File: src/design/lfpd_pkg.sv
package lfpd_pkg;

    // sensor channels
    localparam int SENSOR_FIELDS = 8;
    localparam int SENSOR_COUNT  = 8;
    localparam int SENSOR_USED   = (SENSOR_COUNT < SENSOR_FIELDS) ? SENSOR_COUNT : SENSOR_FIELDS;
    localparam int CNT_W         = $clog2(SENSOR_FIELDS + 1);

    // port widths
    localparam int POS_W      = 13;
    localparam int SNS_W      = 10;
    localparam int TIME_W     = 32;
    localparam int GAIN_W     = 24;
    localparam int TRIM_W     = 8;
    localparam int SPD_W      = 8;
    localparam int THR_W      = 10;
    localparam int TMO_W      = 16;
    localparam int CFG_IDX_W  = 3;
    localparam int CFG_DATA_W = 24;
    localparam int DRV_OUT_W  = 9;
    localparam int MODE_W     = 2;

    // datapath widths
    localparam int ERR_W  = 14;
    localparam int DIFF_W = 15;
    localparam int SUM_W  = 7;
    localparam int FS_W   = 32;
    localparam int OPA_W  = GAIN_W + 1;
    localparam int OPB_W  = 32;
    localparam int PROD_W = OPA_W + OPB_W;
    localparam int ACC_W  = PROD_W + 1;
    localparam int CTL_W  = ACC_W - 32;
    localparam int DRV_W  = 28;
    localparam int BASE_W = SPD_W + 1;
    localparam int UPC_W  = 4;

    // control law constants
    localparam int CENTER      = 3500;
    localparam int CROSS_LEVEL = 500;
    localparam int CROSS_COUNT = 6;
    localparam int SUM_LIMIT   = 50;
    localparam int FILT_OLD    = 39322;
    localparam int FILT_NEW    = 26214;
    localparam int BAND_NEAR   = 400;
    localparam int BAND_MID    = 1200;
    localparam int BAND_FAR    = 2500;
    localparam int SPEED_BOOST = 30;
    localparam int RECIP_10    = 6554;
    localparam int RECIP_20    = 3277;
    localparam int DRIVE_MAX   = 255;
    localparam int DRIVE_MIN   = -130;
    localparam int SPIN_SPEED  = 140;

    // register reset values
    localparam logic [GAIN_W-1:0] KP_RESET   = 24'd4915;
    localparam logic [GAIN_W-1:0] KI_RESET   = 24'd0;
    localparam logic [GAIN_W-1:0] KD_RESET   = 24'd32768;
    localparam logic [TRIM_W-1:0] TRIM_RESET = 8'd0;
    localparam logic [SPD_W-1:0]  BASE_RESET = 8'd210;
    localparam logic [THR_W-1:0]  THR_RESET  = 10'd250;
    localparam logic [TMO_W-1:0]  TMO_RESET  = 16'd400;

    typedef enum logic [CFG_IDX_W-1:0] {
        CFG_KP    = 3'd0,
        CFG_KI    = 3'd1,
        CFG_KD    = 3'd2,
        CFG_LTRIM = 3'd3,
        CFG_RTRIM = 3'd4,
        CFG_BASE  = 3'd5,
        CFG_THR   = 3'd6,
        CFG_TMO   = 3'd7
    } t_cfg_idx;

    typedef enum logic [MODE_W-1:0] {
        MODE_FOLLOW = 2'd0,
        MODE_SPIN   = 2'd1,
        MODE_STOP   = 2'd2
    } t_mode;

    // microcode fields
    typedef enum logic [2:0] {
        MA_KP, MA_KI, MA_KD, MA_OLD, MA_NEW
    } t_mul_a;

    typedef enum logic [1:0] {
        MB_E, MB_SUM, MB_FS, MB_D
    } t_mul_b;

    typedef enum logic [2:0] {
        ACC_HOLD, ACC_LOAD_SHR16, ACC_ADD, ACC_LOAD_SHL16, ACC_ADD_SHL16
    } t_acc_op;

    typedef enum logic [2:0] {
        DP_NOP, DP_LOAD, DP_INTEG, DP_FS_SAVE, DP_CTRL, DP_FIT_HI, DP_EMIT, DP_LOST
    } t_dp_op;

    typedef enum logic [1:0] {
        JC_NEXT, JC_ACCEPT, JC_WAIT_OUT
    } t_jcond;

    typedef logic [UPC_W-1:0] t_upc;

    // program steps
    localparam t_upc ST_IDLE  = 4'd0;
    localparam t_upc ST_INTEG = 4'd1;
    localparam t_upc ST_FILT  = 4'd2;
    localparam t_upc ST_PTERM = 4'd3;
    localparam t_upc ST_ITERM = 4'd4;
    localparam t_upc ST_DTERM = 4'd5;
    localparam t_upc ST_TOTAL = 4'd6;
    localparam t_upc ST_CTRL  = 4'd7;
    localparam t_upc ST_FIT   = 4'd8;
    localparam t_upc ST_EMIT  = 4'd9;
    localparam t_upc ST_LOST  = 4'd10;

    typedef struct packed {
        t_mul_a  mul_a;
        t_mul_b  mul_b;
        t_acc_op acc_op;
        t_dp_op  dp_op;
        t_jcond  cond;
        t_upc    target;
    } t_uword;

    typedef struct packed {
        logic in_valid;
        logic seen;
        logic out_busy;
    } t_seq_stat;

    typedef struct packed {
        t_uword uw;
        logic   go;
    } t_seq_ctl;

    function automatic t_uword uword(t_mul_a ma, t_mul_b mb, t_acc_op ao, t_dp_op dp,
                                     t_jcond jc, t_upc tg);
        t_uword w;
        w.mul_a  = ma;
        w.mul_b  = mb;
        w.acc_op = ao;
        w.dp_op  = dp;
        w.cond   = jc;
        w.target = tg;
        return w;
    endfunction

    // control store
    function automatic t_uword ucode_rom(t_upc step);
        t_uword w;
        unique case (step)
            ST_IDLE:  w = uword(MA_KP,  MB_E,   ACC_HOLD,       DP_LOAD,    JC_ACCEPT,   ST_LOST);
            ST_INTEG: w = uword(MA_OLD, MB_FS,  ACC_HOLD,       DP_INTEG,   JC_NEXT,     ST_IDLE);
            ST_FILT:  w = uword(MA_NEW, MB_D,   ACC_LOAD_SHR16, DP_NOP,     JC_NEXT,     ST_IDLE);
            ST_PTERM: w = uword(MA_KP,  MB_E,   ACC_ADD,        DP_NOP,     JC_NEXT,     ST_IDLE);
            ST_ITERM: w = uword(MA_KI,  MB_SUM, ACC_LOAD_SHL16, DP_FS_SAVE, JC_NEXT,     ST_IDLE);
            ST_DTERM: w = uword(MA_KD,  MB_FS,  ACC_ADD_SHL16,  DP_NOP,     JC_NEXT,     ST_IDLE);
            ST_TOTAL: w = uword(MA_KD,  MB_FS,  ACC_ADD,        DP_NOP,     JC_NEXT,     ST_IDLE);
            ST_CTRL:  w = uword(MA_KP,  MB_E,   ACC_HOLD,       DP_CTRL,    JC_NEXT,     ST_IDLE);
            ST_FIT:   w = uword(MA_KP,  MB_E,   ACC_HOLD,       DP_FIT_HI,  JC_NEXT,     ST_IDLE);
            ST_EMIT:  w = uword(MA_KP,  MB_E,   ACC_HOLD,       DP_EMIT,    JC_WAIT_OUT, ST_IDLE);
            ST_LOST:  w = uword(MA_KP,  MB_E,   ACC_HOLD,       DP_LOST,    JC_WAIT_OUT, ST_IDLE);
            default:  w = uword(MA_KP,  MB_E,   ACC_HOLD,       DP_NOP,     JC_WAIT_OUT, ST_IDLE);
        endcase
        return w;
    endfunction

    // base speed by error band, constant divides as reciprocal multiplies
    function automatic logic [BASE_W-1:0] base_for_error(logic [SPD_W-1:0] speed,
                                                          logic signed [ERR_W-1:0] err);
        logic [ERR_W-1:0] mag;
        logic [10:0]      x7;
        logic [11:0]      x9;
        logic [23:0]      q10;
        logic [23:0]      q20;
        logic [BASE_W-1:0] b;
        mag = err[ERR_W-1] ? ERR_W'(-err) : ERR_W'(err);
        x7  = 11'(speed) * 11'd7;
        x9  = 12'(speed) * 12'd9;
        q10 = 24'(x7) * 24'(RECIP_10);
        q20 = 24'(x9) * 24'(RECIP_20);
        if (mag < ERR_W'(BAND_NEAR)) begin
            b = BASE_W'(speed) + BASE_W'(SPEED_BOOST);
        end else if (mag < ERR_W'(BAND_MID)) begin
            b = BASE_W'(speed);
        end else if (mag < ERR_W'(BAND_FAR)) begin
            b = BASE_W'(q10[23:16]);
        end else begin
            b = BASE_W'(q20[23:16]);
        end
        return b;
    endfunction

endpackage

File: src/design/lfpd_useq.sv
module lfpd_useq (
    input  logic                  i_clk,
    input  logic                  i_rst_n,
    input  lfpd_pkg::t_seq_stat   i_stat,
    output lfpd_pkg::t_seq_ctl    o_ctl
);
    import lfpd_pkg::*;

    t_upc   r_upc;
    t_upc   n_upc;
    t_uword w_uw;
    logic   w_go;

    // fetch
    assign w_uw = ucode_rom(r_upc);

    // branch and stall decision
    always_comb begin
        n_upc = r_upc;
        w_go  = 1'b0;
        unique case (w_uw.cond)
            JC_NEXT: begin
                w_go  = 1'b1;
                n_upc = t_upc'(r_upc + 1'b1);
            end
            JC_ACCEPT: begin
                w_go = i_stat.in_valid;
                if (i_stat.in_valid) begin
                    n_upc = i_stat.seen ? t_upc'(r_upc + 1'b1) : w_uw.target;
                end
            end
            JC_WAIT_OUT: begin
                w_go = !i_stat.out_busy;
                if (!i_stat.out_busy) begin
                    n_upc = w_uw.target;
                end
            end
            default: begin
                w_go  = 1'b1;
                n_upc = w_uw.target;
            end
        endcase
    end

    // step counter
    always_ff @(posedge i_clk) begin
        if (!i_rst_n) begin
            r_upc <= ST_IDLE;
        end else begin
            r_upc <= n_upc;
        end
    end

    assign o_ctl.uw = w_uw;
    assign o_ctl.go = w_go;

endmodule

File: config.mk
export PLATFORM = sky130hd
export DESIGN_NAME = lfpd_useq
export DESIGN_NICKNAME = d
export VERILOG_FILES = /design/src/design/lfpd_pkg.sv /design/src/design/lfpd_useq.sv
export SDC_FILE = /design/constraint.sdc
export NUM_CORES = 1
export LEC_CHECK = 0
export BUFFER_PORTS_ARGS = -buffer_cell sky130_fd_sc_hd__clkbuf_2
export CORE_MARGIN = 3
export CORE_UTILIZATION = 50
export CTS_CLUSTER_SIZE = 12
export DETAILED_ROUTE_END_ITERATION = 7
export PLACE_DENSITY = 0.76
export SYNTH_ARGS = -nofsm -noshare
export SYNTH_HDL_FRONTEND = slang
export SYNTH_SLANG_ARGS = --single-unit
File: constraint.sdc
create_clock -name i_clk -period 3 [get_ports i_clk]
set_input_delay 0.6 -clock i_clk [delete_from_list [all_inputs] [get_ports i_clk]]
set_output_delay 0.6 -clock i_clk [all_outputs]
set_load 0.02 [all_outputs]
* Yosys cells after proc, flatten, opt, wreduce, memory -nomap -nowiden *
Memory sizes are Yosys's and may differ from the RTL's. A register that Yosys moved wholly into a read port is not among the register bits.
Index checks and enable logic that the tools add are counted.

word-level totals
  memories = 1
  output and inout bits = 18
  bits in registers = 4
  logic and storage cells = 17
  bits of input ports = 5
  memory bits (read-only) = 240

cells by class
  equality and inequality tests = 4
  reduce and logical (&&, ||, !) cells = 3
  multiplexer cells = 7
  add/sub/neg operators = 1

memory list
  memory           depth  width  read ports  clocked after Yosys merged registers in  write ports  RTL line         RTL
  (no name shown)  16     15     1           1                                        0            lfpd_pkg.sv:151  unique case (step)

operators with widths
  kind                 number
  $mux 4               5
  $pmux 4 s3           1
  $add 4x1->4 const B  1
  $ne 2x2->1 const B   2
  $eq 2x1->1 const B   1
  $eq 2x2->1 const B   1
  $logic_not 2->1      1
  $pmux 1 s2           1
  $reduce_and 2->1     1
  $logic_not 1->1      1

* Logic depth before layout (Yosys ltp) *
Gate-level depths: netlist of the first run.

  depth in word-level cells = 6
  gate-level depth with buffers = 10
  gate-level depth less buffers = 10

* Least setup slack after synthesis of the first run *
Ideal clock, no wire load.

  path kind = register to register
  start = reg w_uw[4] (netlist name)
  end = reg w_uw[7] (netlist name)
  setup time = 0.083 ns
  data required time = 2.917 ns
  slack = 0.204 ns
  buffers on the path = 0
  period minus slack after synthesis = 2.796 ns
  arrival time = 2.714 ns
  cell stages (with the launch flop) = 10
  path through = dfxtp_1 -> inv_1 -> ha_1 -> and2_1 -> or4_1 -> a21boi_1 -> inv_1 -> ha_1 -> or4b_1 -> o221ai_1

between the ends
  word-level cells in the longest chain between the ends = 5
  elaborated cells between the ends (all ways) = 9
  classes of those cells = eq/ne: 4; mux: 3; reduce/logical: 2

ends and longest elaborated chain
  item                                             RTL line         RTL
  $eq 2x1->1 / $eq 2x2->1 (equally long branches)  lfpd_useq.sv:21  unique case (w_uw.cond)
  $ne 2x2->1 (no line)                             --
  $reduce_and 2->1 (no line)                       --
  $mux 4 (no line) * (2 in a row)                  --

Mark *: on every way between the ends. The rest lies on a longest branch, timed or not.
A chain may end at the register's enable or synchronous reset.

* Worst setup path in the final report of the first run *
  start = reg w_uw[5] (netlist name)
  end = reg w_uw[7] (netlist name)

between the ends
  word-level cells in the longest chain between the ends = 5
  elaborated cells between the ends (all ways) = 9
  classes of those cells = eq/ne: 4; mux: 3; reduce/logical: 2

ends and longest elaborated chain
  item                                             RTL line
  $eq 2x1->1 / $eq 2x2->1 (equally long branches)  lfpd_useq.sv:21
  $ne 2x2->1 (no line)                             --
  $reduce_and 2->1 (no line)                       --
  $mux 4 (no line) * (2 in a row)                  --

Marked as above.

==> results of run 1 <==
==> state kept, by name, indices dropped and copies added, names as in the netlist <==
register,count
r_upc,4
w_uw,12
==> where the power goes <==
part | leakage [nW] | internal (mW) | switching, mW | total, mW
registers | 0.132 | 0.293 | 0.0521 | 0.345
logic | 0.326 | 0.208 | 0.367 | 0.576
clock network | 0.0138 | 0.0466 | 0.0628 | 0.109
==> routing by layer <==
metal | GRT usage | vias to the layer above | routed length [µm]
li1 | - | 367 | -
met3 | 0.0664 | 0 | 109
met4 | 0.0323 | 0 | 0
met2 | 0.240 | 24 | 730
met5 | 0 | - | 0
met1 | 0.229 | 313 | 769
==> metrics by stage <==
stage               power, mW  std cells  setup slack, ps
floorplan               0.795         95              204
global placement        0.915        133              318
detailed placement      0.921        133              233
CTS                      1.04        136              202
global route             1.11        136             1.57
finish                   1.03        136              199
==> cell type report <==
cell class / count / area, µm² / share of cell area
Timing Repair Buffer: 21 / 108 / 0.107
Tap cell: 24 / 30.0 / 0.0299
Multi-Input combinational cell: 66 / 500 / 0.499
Clock buffer: 3 / 22.5 / 0.0224
Sequential cell: 16 / 320 / 0.319
Inverter: 6 / 22.5 / 0.0224
==> logic make-up (layout without fill, tap and decap cells) <==
family | count (synthesis) | in the layout
buf+inv | 13 | 30
mux | 1 | 1
compound gates | 22 | 22
simple gates | 32 | 32
fa+ha+maj | 9 | 9
other cells | 1 | 2
flops | 16 | 16
==> path summary, 6_finish.rpt <==
| path | startpoint | to | cells after the start |
|---|---|---|---|
| min | r_upc[0] | r_upc[0] | 2 |
| max | w_uw[5] | w_uw[7] | 9 |
| min reg2reg | r_upc[0] | r_upc[0] | 2 |
| max reg2reg | w_uw[5] | w_uw[7] | 9 |
==> worst min-delay path, delay by kind of cell (launching register included) <==
family | cells | cell delay, ps
AOI/OAI and AO/OA | 1 | 80
and+or+nand+nor | 1 | 100
DFF | 1 | 370
==> cell usage after synthesis, types with 2 or more instances <==
master                     instances
sky130_fd_sc_hd__o211a_1           2
sky130_fd_sc_hd__nand2b_1          3
sky130_fd_sc_hd__nand2_1           9
sky130_fd_sc_hd__nor2_1            4
sky130_fd_sc_hd__o21ai_0           3
sky130_fd_sc_hd__inv_1             5
sky130_fd_sc_hd__a21oi_1           4
sky130_fd_sc_hd__nand3b_1          2
sky130_fd_sc_hd__ha_1              9
sky130_fd_sc_hd__dfxtp_1          16
sky130_fd_sc_hd__buf_4             6
sky130_fd_sc_hd__nor2b_1           2
==> reports/metrics.json, run 1 <==
{
  "grt_start_max_net_pins": 11,
  "tritoncts.num_buffers": 3,
  "yosysWarnings": 0,
  "largest_family_of_logic_cells_by_synthesized_area": "simple AND/OR/NAND/NOR gates",
  "clk_path_buf_depth": 2,
  "routedWlPerCell_um": 11.8,
  "clk_transition_reported_paths_ps": 90,
  "synthDominantAreaCellType": "sky130_fd_sc_hd__dfxtp_1",
  "cts_tree": "built",
  "r2r_slack_ps": 200,
  "worstSetupEndpointType": "flip-flop",
  "drt_first_iter_violations": 17,
  "grt_first_pass_wirelength_um": 2620,
  "layout_worst_path_cycle_share": 0.934,
  "final_clock_skew_ps": 3.92,
  "globalRoute.totalOverflow": 0,
  "chipHeight_um": 48.2,
  "power_density_nw_per_um2": 1030,
  "cts_num_sinks": 16,
  "starting_density": 0.558,
  "cp.arrival_ps": 3000,
  "area.growth.synth_to_final_pct": 12.8,
  "max_clock_freq_mhz": 357,
  "final_net_count": 128,
  "synthCells": 94,
  "top_level_ports": 23,
  "synthAdderAreaFrac": 0.127,
  "status": "completed",
  "slowest_stage": "sky130_fd_sc_hd__or4_1",
  "core-area_um2": 1590,
  "synth-compound-area-share": 0.205,
  "postLayoutCoreUtil": 0.630,
  "timing.critical_path.fanout_max": 7,
  "synth.area.top_cells": "sky130_fd_sc_hd__dfxtp_1 36%, sky130_fd_sc_hd__ha_1 13%, sky130_fd_sc_hd__buf_4 5.1%",
  "latest_clock_arrival_within_the_worst_skew_pair_ps": 280,
  "power.leakage_nw": 0.472,
  "route.antenna.remaining_nets": 0,
  "port_buffers": 20,
  "final_cell_area_um2": 1000,
  "antennaDiodeCount": 0,
  "drt_first_pass_iters": 4,
  "synth-xor-area-share": 0,
  "gpl.final_weighted_congestion": 0.786,
  "grt_setup_unrepaired": "no",
  "detailed_place_hpwl_um": 1260,
  "routed_wl_um": 1610,
  "post_cts_hold_buffer_count": 0,
  "post_synth_and_or_nand_nor_area_fraction": 0.211,
  "grt_pass1_vias": 606,
  "yosys_register_bits": 16,
  "synth-edff-count": 0,
  "final.min_clock_period_ps": 2800,
  "cp.buffers_inverters": 2,
  "drc": 0,
  "global_route.usage.total": 0.165,
  "design.die.area_um2": 2320,
  "antenna_found_initial": 0,
  "post_cts_resize_count": 0,
  "cp_slowest_stage_delay_ps": 520,
  "synthesis.area_per_instance_um2": 9.46,
  "final_layout_size_suffix_gt1_frac": 0.277,
  "crit_family": "simple AND/OR/NAND/NOR gates",
  "report.final.setup_viol": 0,
  "critPathRequiredTime_ps": 3200,
  "h_tree_lvl_count": 1,
  "vias": 704,
  "yosys.cell_types.count": 41,
  "min-delay-path-class": "reg2reg",
  "criticalPathCategory": "reg2reg",
  "layout.cells.most_common_list": "20 x sky130_fd_sc_hd__clkbuf_2, 16 x sky130_fd_sc_hd__dfxtp_1, 9 x sky130_fd_sc_hd__nand2_1, 9 x sky130_fd_sc_hd__ha_1, 5 x sky130_fd_sc_hd__inv_1",
  "post_cts_buffers": 0,
  "netlist_area_um2": 890,
  "maxSlewViolCount": 0,
  "yosysSeqAreaShare": 0.360,
  "vdd.ir_drop.worst_uv": 481,
  "hold_ws_ps": 584,
  "dieWidth_um": 48.2,
  "fillCellCount": 132,
  "setup-tns-final_ps": 0,
  "synth_top_flop_cell": "sky130_fd_sc_hd__dfxtp_1",
  "row_count": 14,
  "hold_violations": 0,
  "worstPathCellList": "inv_1, ha_1, and2b_1, or4_1, a21boi_1, inv_1, ha_1, or4b_1, o221ai_1",
  "avgViaCountPerCell": 5.18,
  "maxCapViolations": 0,
  "critical_path.startpoint_type": "flip-flop",
  "layout.cells.most_common": "sky130_fd_sc_hd__clkbuf_2",
  "yosys-mux-area-fraction": 0.0113,
  "yosys.area.top_type_share": 0.360,
  "ctsRootBufferMaster": "sky130_fd_sc_hd__clkbuf_4",
  "post_dp_area_um2": 981,
  "async_flop_share": 0
}
No activity file was read; power rests on OpenSTA's default activity.
==> run 2: changes to the inputs <==
SETUP_SLACK_MARGIN = 0.4   (was unset)
==> run 2 against run 1 <==
  * Non-clock buffer count up 5
  * Largest power group unchanged
  * Maximum frequency up 10%
  * Critical path type unchanged
  * Clock-buffer cell count unchanged
  * Critical endpoint unchanged
  * Global-route usage about the same
==> reports/metrics.json, run 2 (same netlist as run 1, synthesis figures left out) <==
{
  "routedWlPerCell": {"value": 13.6, "unit": "µm", "change": "+15%"},
  "power_density": {"value": 1050, "unit": "nW/µm²", "change": "+1.8%"},
  "max_clock_freq": {"value": 393, "unit": "MHz", "change": "+10%"},
  "core-area": {"value": 1590, "unit": "µm²", "change": "unchanged"},
  "area.growth.synth_to_final_pct": 24.6,
  "final_layout_size_suffix_gt1_frac": {"value": 0.407, "change": "+0.130"},
  "layout.cells.most_common_list": "20 x sky130_fd_sc_hd__clkbuf_2, 14 x sky130_fd_sc_hd__dfxtp_1, 9 x sky130_fd_sc_hd__nand2_1",
  "dieWidth": {"value": 48.2, "unit": "µm", "change": "unchanged"},
  "post_dp_area": {"value": 985, "unit": "µm²", "change": "+0.38%"},
  "path_common_cell": "sky130_fd_sc_hd__ha_4",
  "routed_wl": {"value": 1930, "unit": "µm", "change": "+20%"},
  "worst_r2r_startpoint": "w_uw[5]",
  "layout_worst_path_cycle_share": {"value": 0.848, "change": "-0.0861"},
  "fillCellCount": {"value": 129, "change": "-2.3%"},
  "timing.critical_path.fanout_max": {"value": 6, "change": "-1"},
  "row_count": {"value": 14, "change": "unchanged"},
  "grt_setup_unrepaired": "no",
  "grt_first_pass_wirelength": {"value": 2660, "unit": "µm", "change": "+1.6%"},
  "min-delay-path-class": "reg2reg",
  "gpl.final_weighted_congestion": {"value": 0.774, "change": "-1.5%"},
  "design.die.area": {"value": 2320, "unit": "µm²", "change": "unchanged"},
  "route.antenna.remaining_nets": {"value": 0, "change": "unchanged"},
  "cp.arrival": {"value": 2750, "unit": "ps", "change": "-250 ps"},
  "criticalPathCategory": "reg2reg",
  "ctsRootBufferMaster": "sky130_fd_sc_hd__clkbuf_4",
  "layout.cells.most_common": "sky130_fd_sc_hd__clkbuf_2",
  "starting_density": {"value": 0.558, "change": "unchanged"},
  "final_clock_skew": {"value": 0.850, "unit": "ps", "change": "-3.07 ps"},
  "drt_first_pass_iters": {"value": 4, "change": "unchanged"},
  "grt_start_max_net_pins": {"value": 11, "change": "unchanged"},
  "chipHeight": {"value": 48.2, "unit": "µm", "change": "unchanged"},
  "clk_transition_reported_paths": {"value": 90, "unit": "ps", "change": "about the same"},
  "cp.buffers_inverters": {"value": 2, "change": "unchanged"},
  "report.final.setup_viol": {"value": 0, "change": "unchanged"},
  "crit_family": "simple AND/OR/NAND/NOR gates",
  "antennaDiodeCount": {"value": 0, "change": "unchanged"},
  "latest_clock_arrival_within_the_worst_skew_pair": {"value": 280, "unit": "ps", "change": "about the same"},
  "hold_ws": {"value": 602, "unit": "ps", "change": "+18.7 ps"},
  "drc": {"value": 0, "change": "unchanged"},
  "slowest_stage": "sky130_fd_sc_hd__or4_4",
  "vdd.ir_drop.worst": {"value": 632, "unit": "µV", "change": "+31%"},
  "top_level_ports": {"value": 23, "change": "unchanged"},
  "status": "completed",
  "cts_num_sinks": {"value": 16, "change": "unchanged"},
  "global_route.usage.total": {"value": 0.164, "change": "-0.000381"},
  "vias": {"value": 780, "change": "+11%"},
  "maxCapViolations": {"value": 0, "change": "unchanged"},
  "drt_first_iter_violations": {"value": 39, "change": "+22"},
  "avgViaCountPerCell": {"value": 5.49, "change": "+6.1%"},
  "finalPower": {"value": 1.16, "unit": "mW", "change": "+12%"},
  "cp_slowest_stage_delay": {"value": 550, "unit": "ps", "change": "+30 ps"},
  "startpoint": "w_uw[5]",
  "post_layout_nonfiller_instances": {"value": 142, "change": "+4.4%"},
  "hold_violations": {"value": 0, "change": "unchanged"},
  "critical_path.startpoint_type": "flip-flop",
  "largest_register_ff_count": {"value": 12, "change": "unchanged"},
  "maxSlewViolCount": {"value": 0, "change": "unchanged"},
  "numPlacedInstances": {"value": 132, "change": "-0.75%"},
  "final_cell_area": {"value": 1110, "unit": "µm²", "change": "+10%"},
  "worstSetupEndpointType": "flip-flop",
  "final.min_clock_period": {"value": 2540, "unit": "ps", "change": "-258 ps"},
  "cts_tree": "built",
  "detailed_place_hpwl": {"value": 1300, "unit": "µm", "change": "+2.8%"},
  "grt_pass1_vias": {"value": 600, "change": "-0.99%"},
  "clk_path_buf_depth": {"value": 2, "change": "unchanged"},
  "port_buffers": {"value": 20, "change": "unchanged"},
  "critPathRequiredTime": {"value": 3210, "unit": "ps", "change": "about the same"},
  "globalRoute.totalOverflow": {"value": 0, "change": "unchanged"},
  "worst_hold_launch": "r_upc[1]",
  "antenna_found_initial": {"value": 0, "change": "unchanged"},
  "setup-tns-final": {"value": 0, "unit": "ps", "change": "unchanged"},
  "power.leakage": {"value": 0.509, "unit": "nW", "change": "+8.0%"},
  "h_tree_lvl_count": {"value": 1, "change": "unchanged"},
  "tritoncts.num_buffers": {"value": 3, "change": "unchanged"},
  "worstPathCellList": "inv_1, ha_4, and2b_2, or4_4, a21boi_4, inv_2, ha_4, or4b_4, o221ai_2",
  "final_net_count": {"value": 133, "change": "+3.9%"},
  "post_cts_hold_buffer_count": {"value": 0, "change": "unchanged"}
}
==> run 2: changes by cell type in the layout (fill, tap and decap cells not counted), moves of 2 or more <==
cell / delta
sky130_fd_sc_hd__buf_4: +5
sky130_fd_sc_hd__ha_1: -3
sky130_fd_sc_hd__dfxtp_1: -2
sky130_fd_sc_hd__dfxtp_4: +2
sky130_fd_sc_hd__ha_4: +2
==> run 2: layout make-up <==
| class | instances | area, µm² | share of cell area |
|---|---|---|---|
| multi-input combinational | 66 | 557 | 0.502 |
| sequential | 16 | 328 | 0.296 |
| timing repair buffer | 26 | 145 | 0.131 |
| tap | 24 | 30.0 | 0.0271 |
| clock buffer | 3 | 22.5 | 0.0203 |
| inverter | 6 | 22.5 | 0.0203 |
| clock inverter | 1 | 3.75 | 0.00339 |
==> run 2: metrics by stage <==
stage                     utilization  setup WS [ps]
after floorplan                     -            421
after global placement          0.618            344
after detailed placement        0.618            262
after CTS                       0.648            405
after global routing            0.695            392
final                           0.695            457
==> run 2: where the power goes <==
part | leakage, nW | internal, mW | total (mW) | switching (mW)
Sequential | 0.133 | 0.299 | 0.354 | 0.0552
Clock | 0.0154 | 0.0483 | 0.112 | 0.0642
Combinational | 0.361 | 0.279 | 0.692 | 0.414
Total | 0.509 | 0.626 | 1.16 | 0.533
==> run 2: repair_timing <==
action | in CTS | in global routing
gates resized for setup | 2 | 9
pin swaps | 1 | 2
endpoints found under the setup margin | 1 | 1
buffers inserted | 2 | 4
==> run 2: routing by layer <==
metal / track usage / up-vias / part of all wire
met1: 0.226 / 370 / 0.43
met3: 0.0554 / 2 / 0.044
li1: - / 383 / -
met4: 0.0323 / 0 / 0.0041
met5: 0 / - / 0
met2: 0.250 / 25 / 0.52
==> run 2: path summary, 6_finish.rpt <==
kind	to	slack (ps)	cells past startpoint
worst max register to register	w_uw[7]	460	9
worst max-delay path	w_uw[7]	460	9
worst min register to register	r_upc[1]	600	1
worst min-delay path	r_upc[1]	600	1
==> run 2: worst reg2reg max path, delay by kind of cell, from the launching register on <==
kind | cells | cell delay (ps)
AOI/OAI and AO/OA | 2 | 270
adders and majority gates | 2 | 450
and+or+nand+nor | 3 | 1220
DFF | 1 | 370
buffers and inverters | 2 | 160
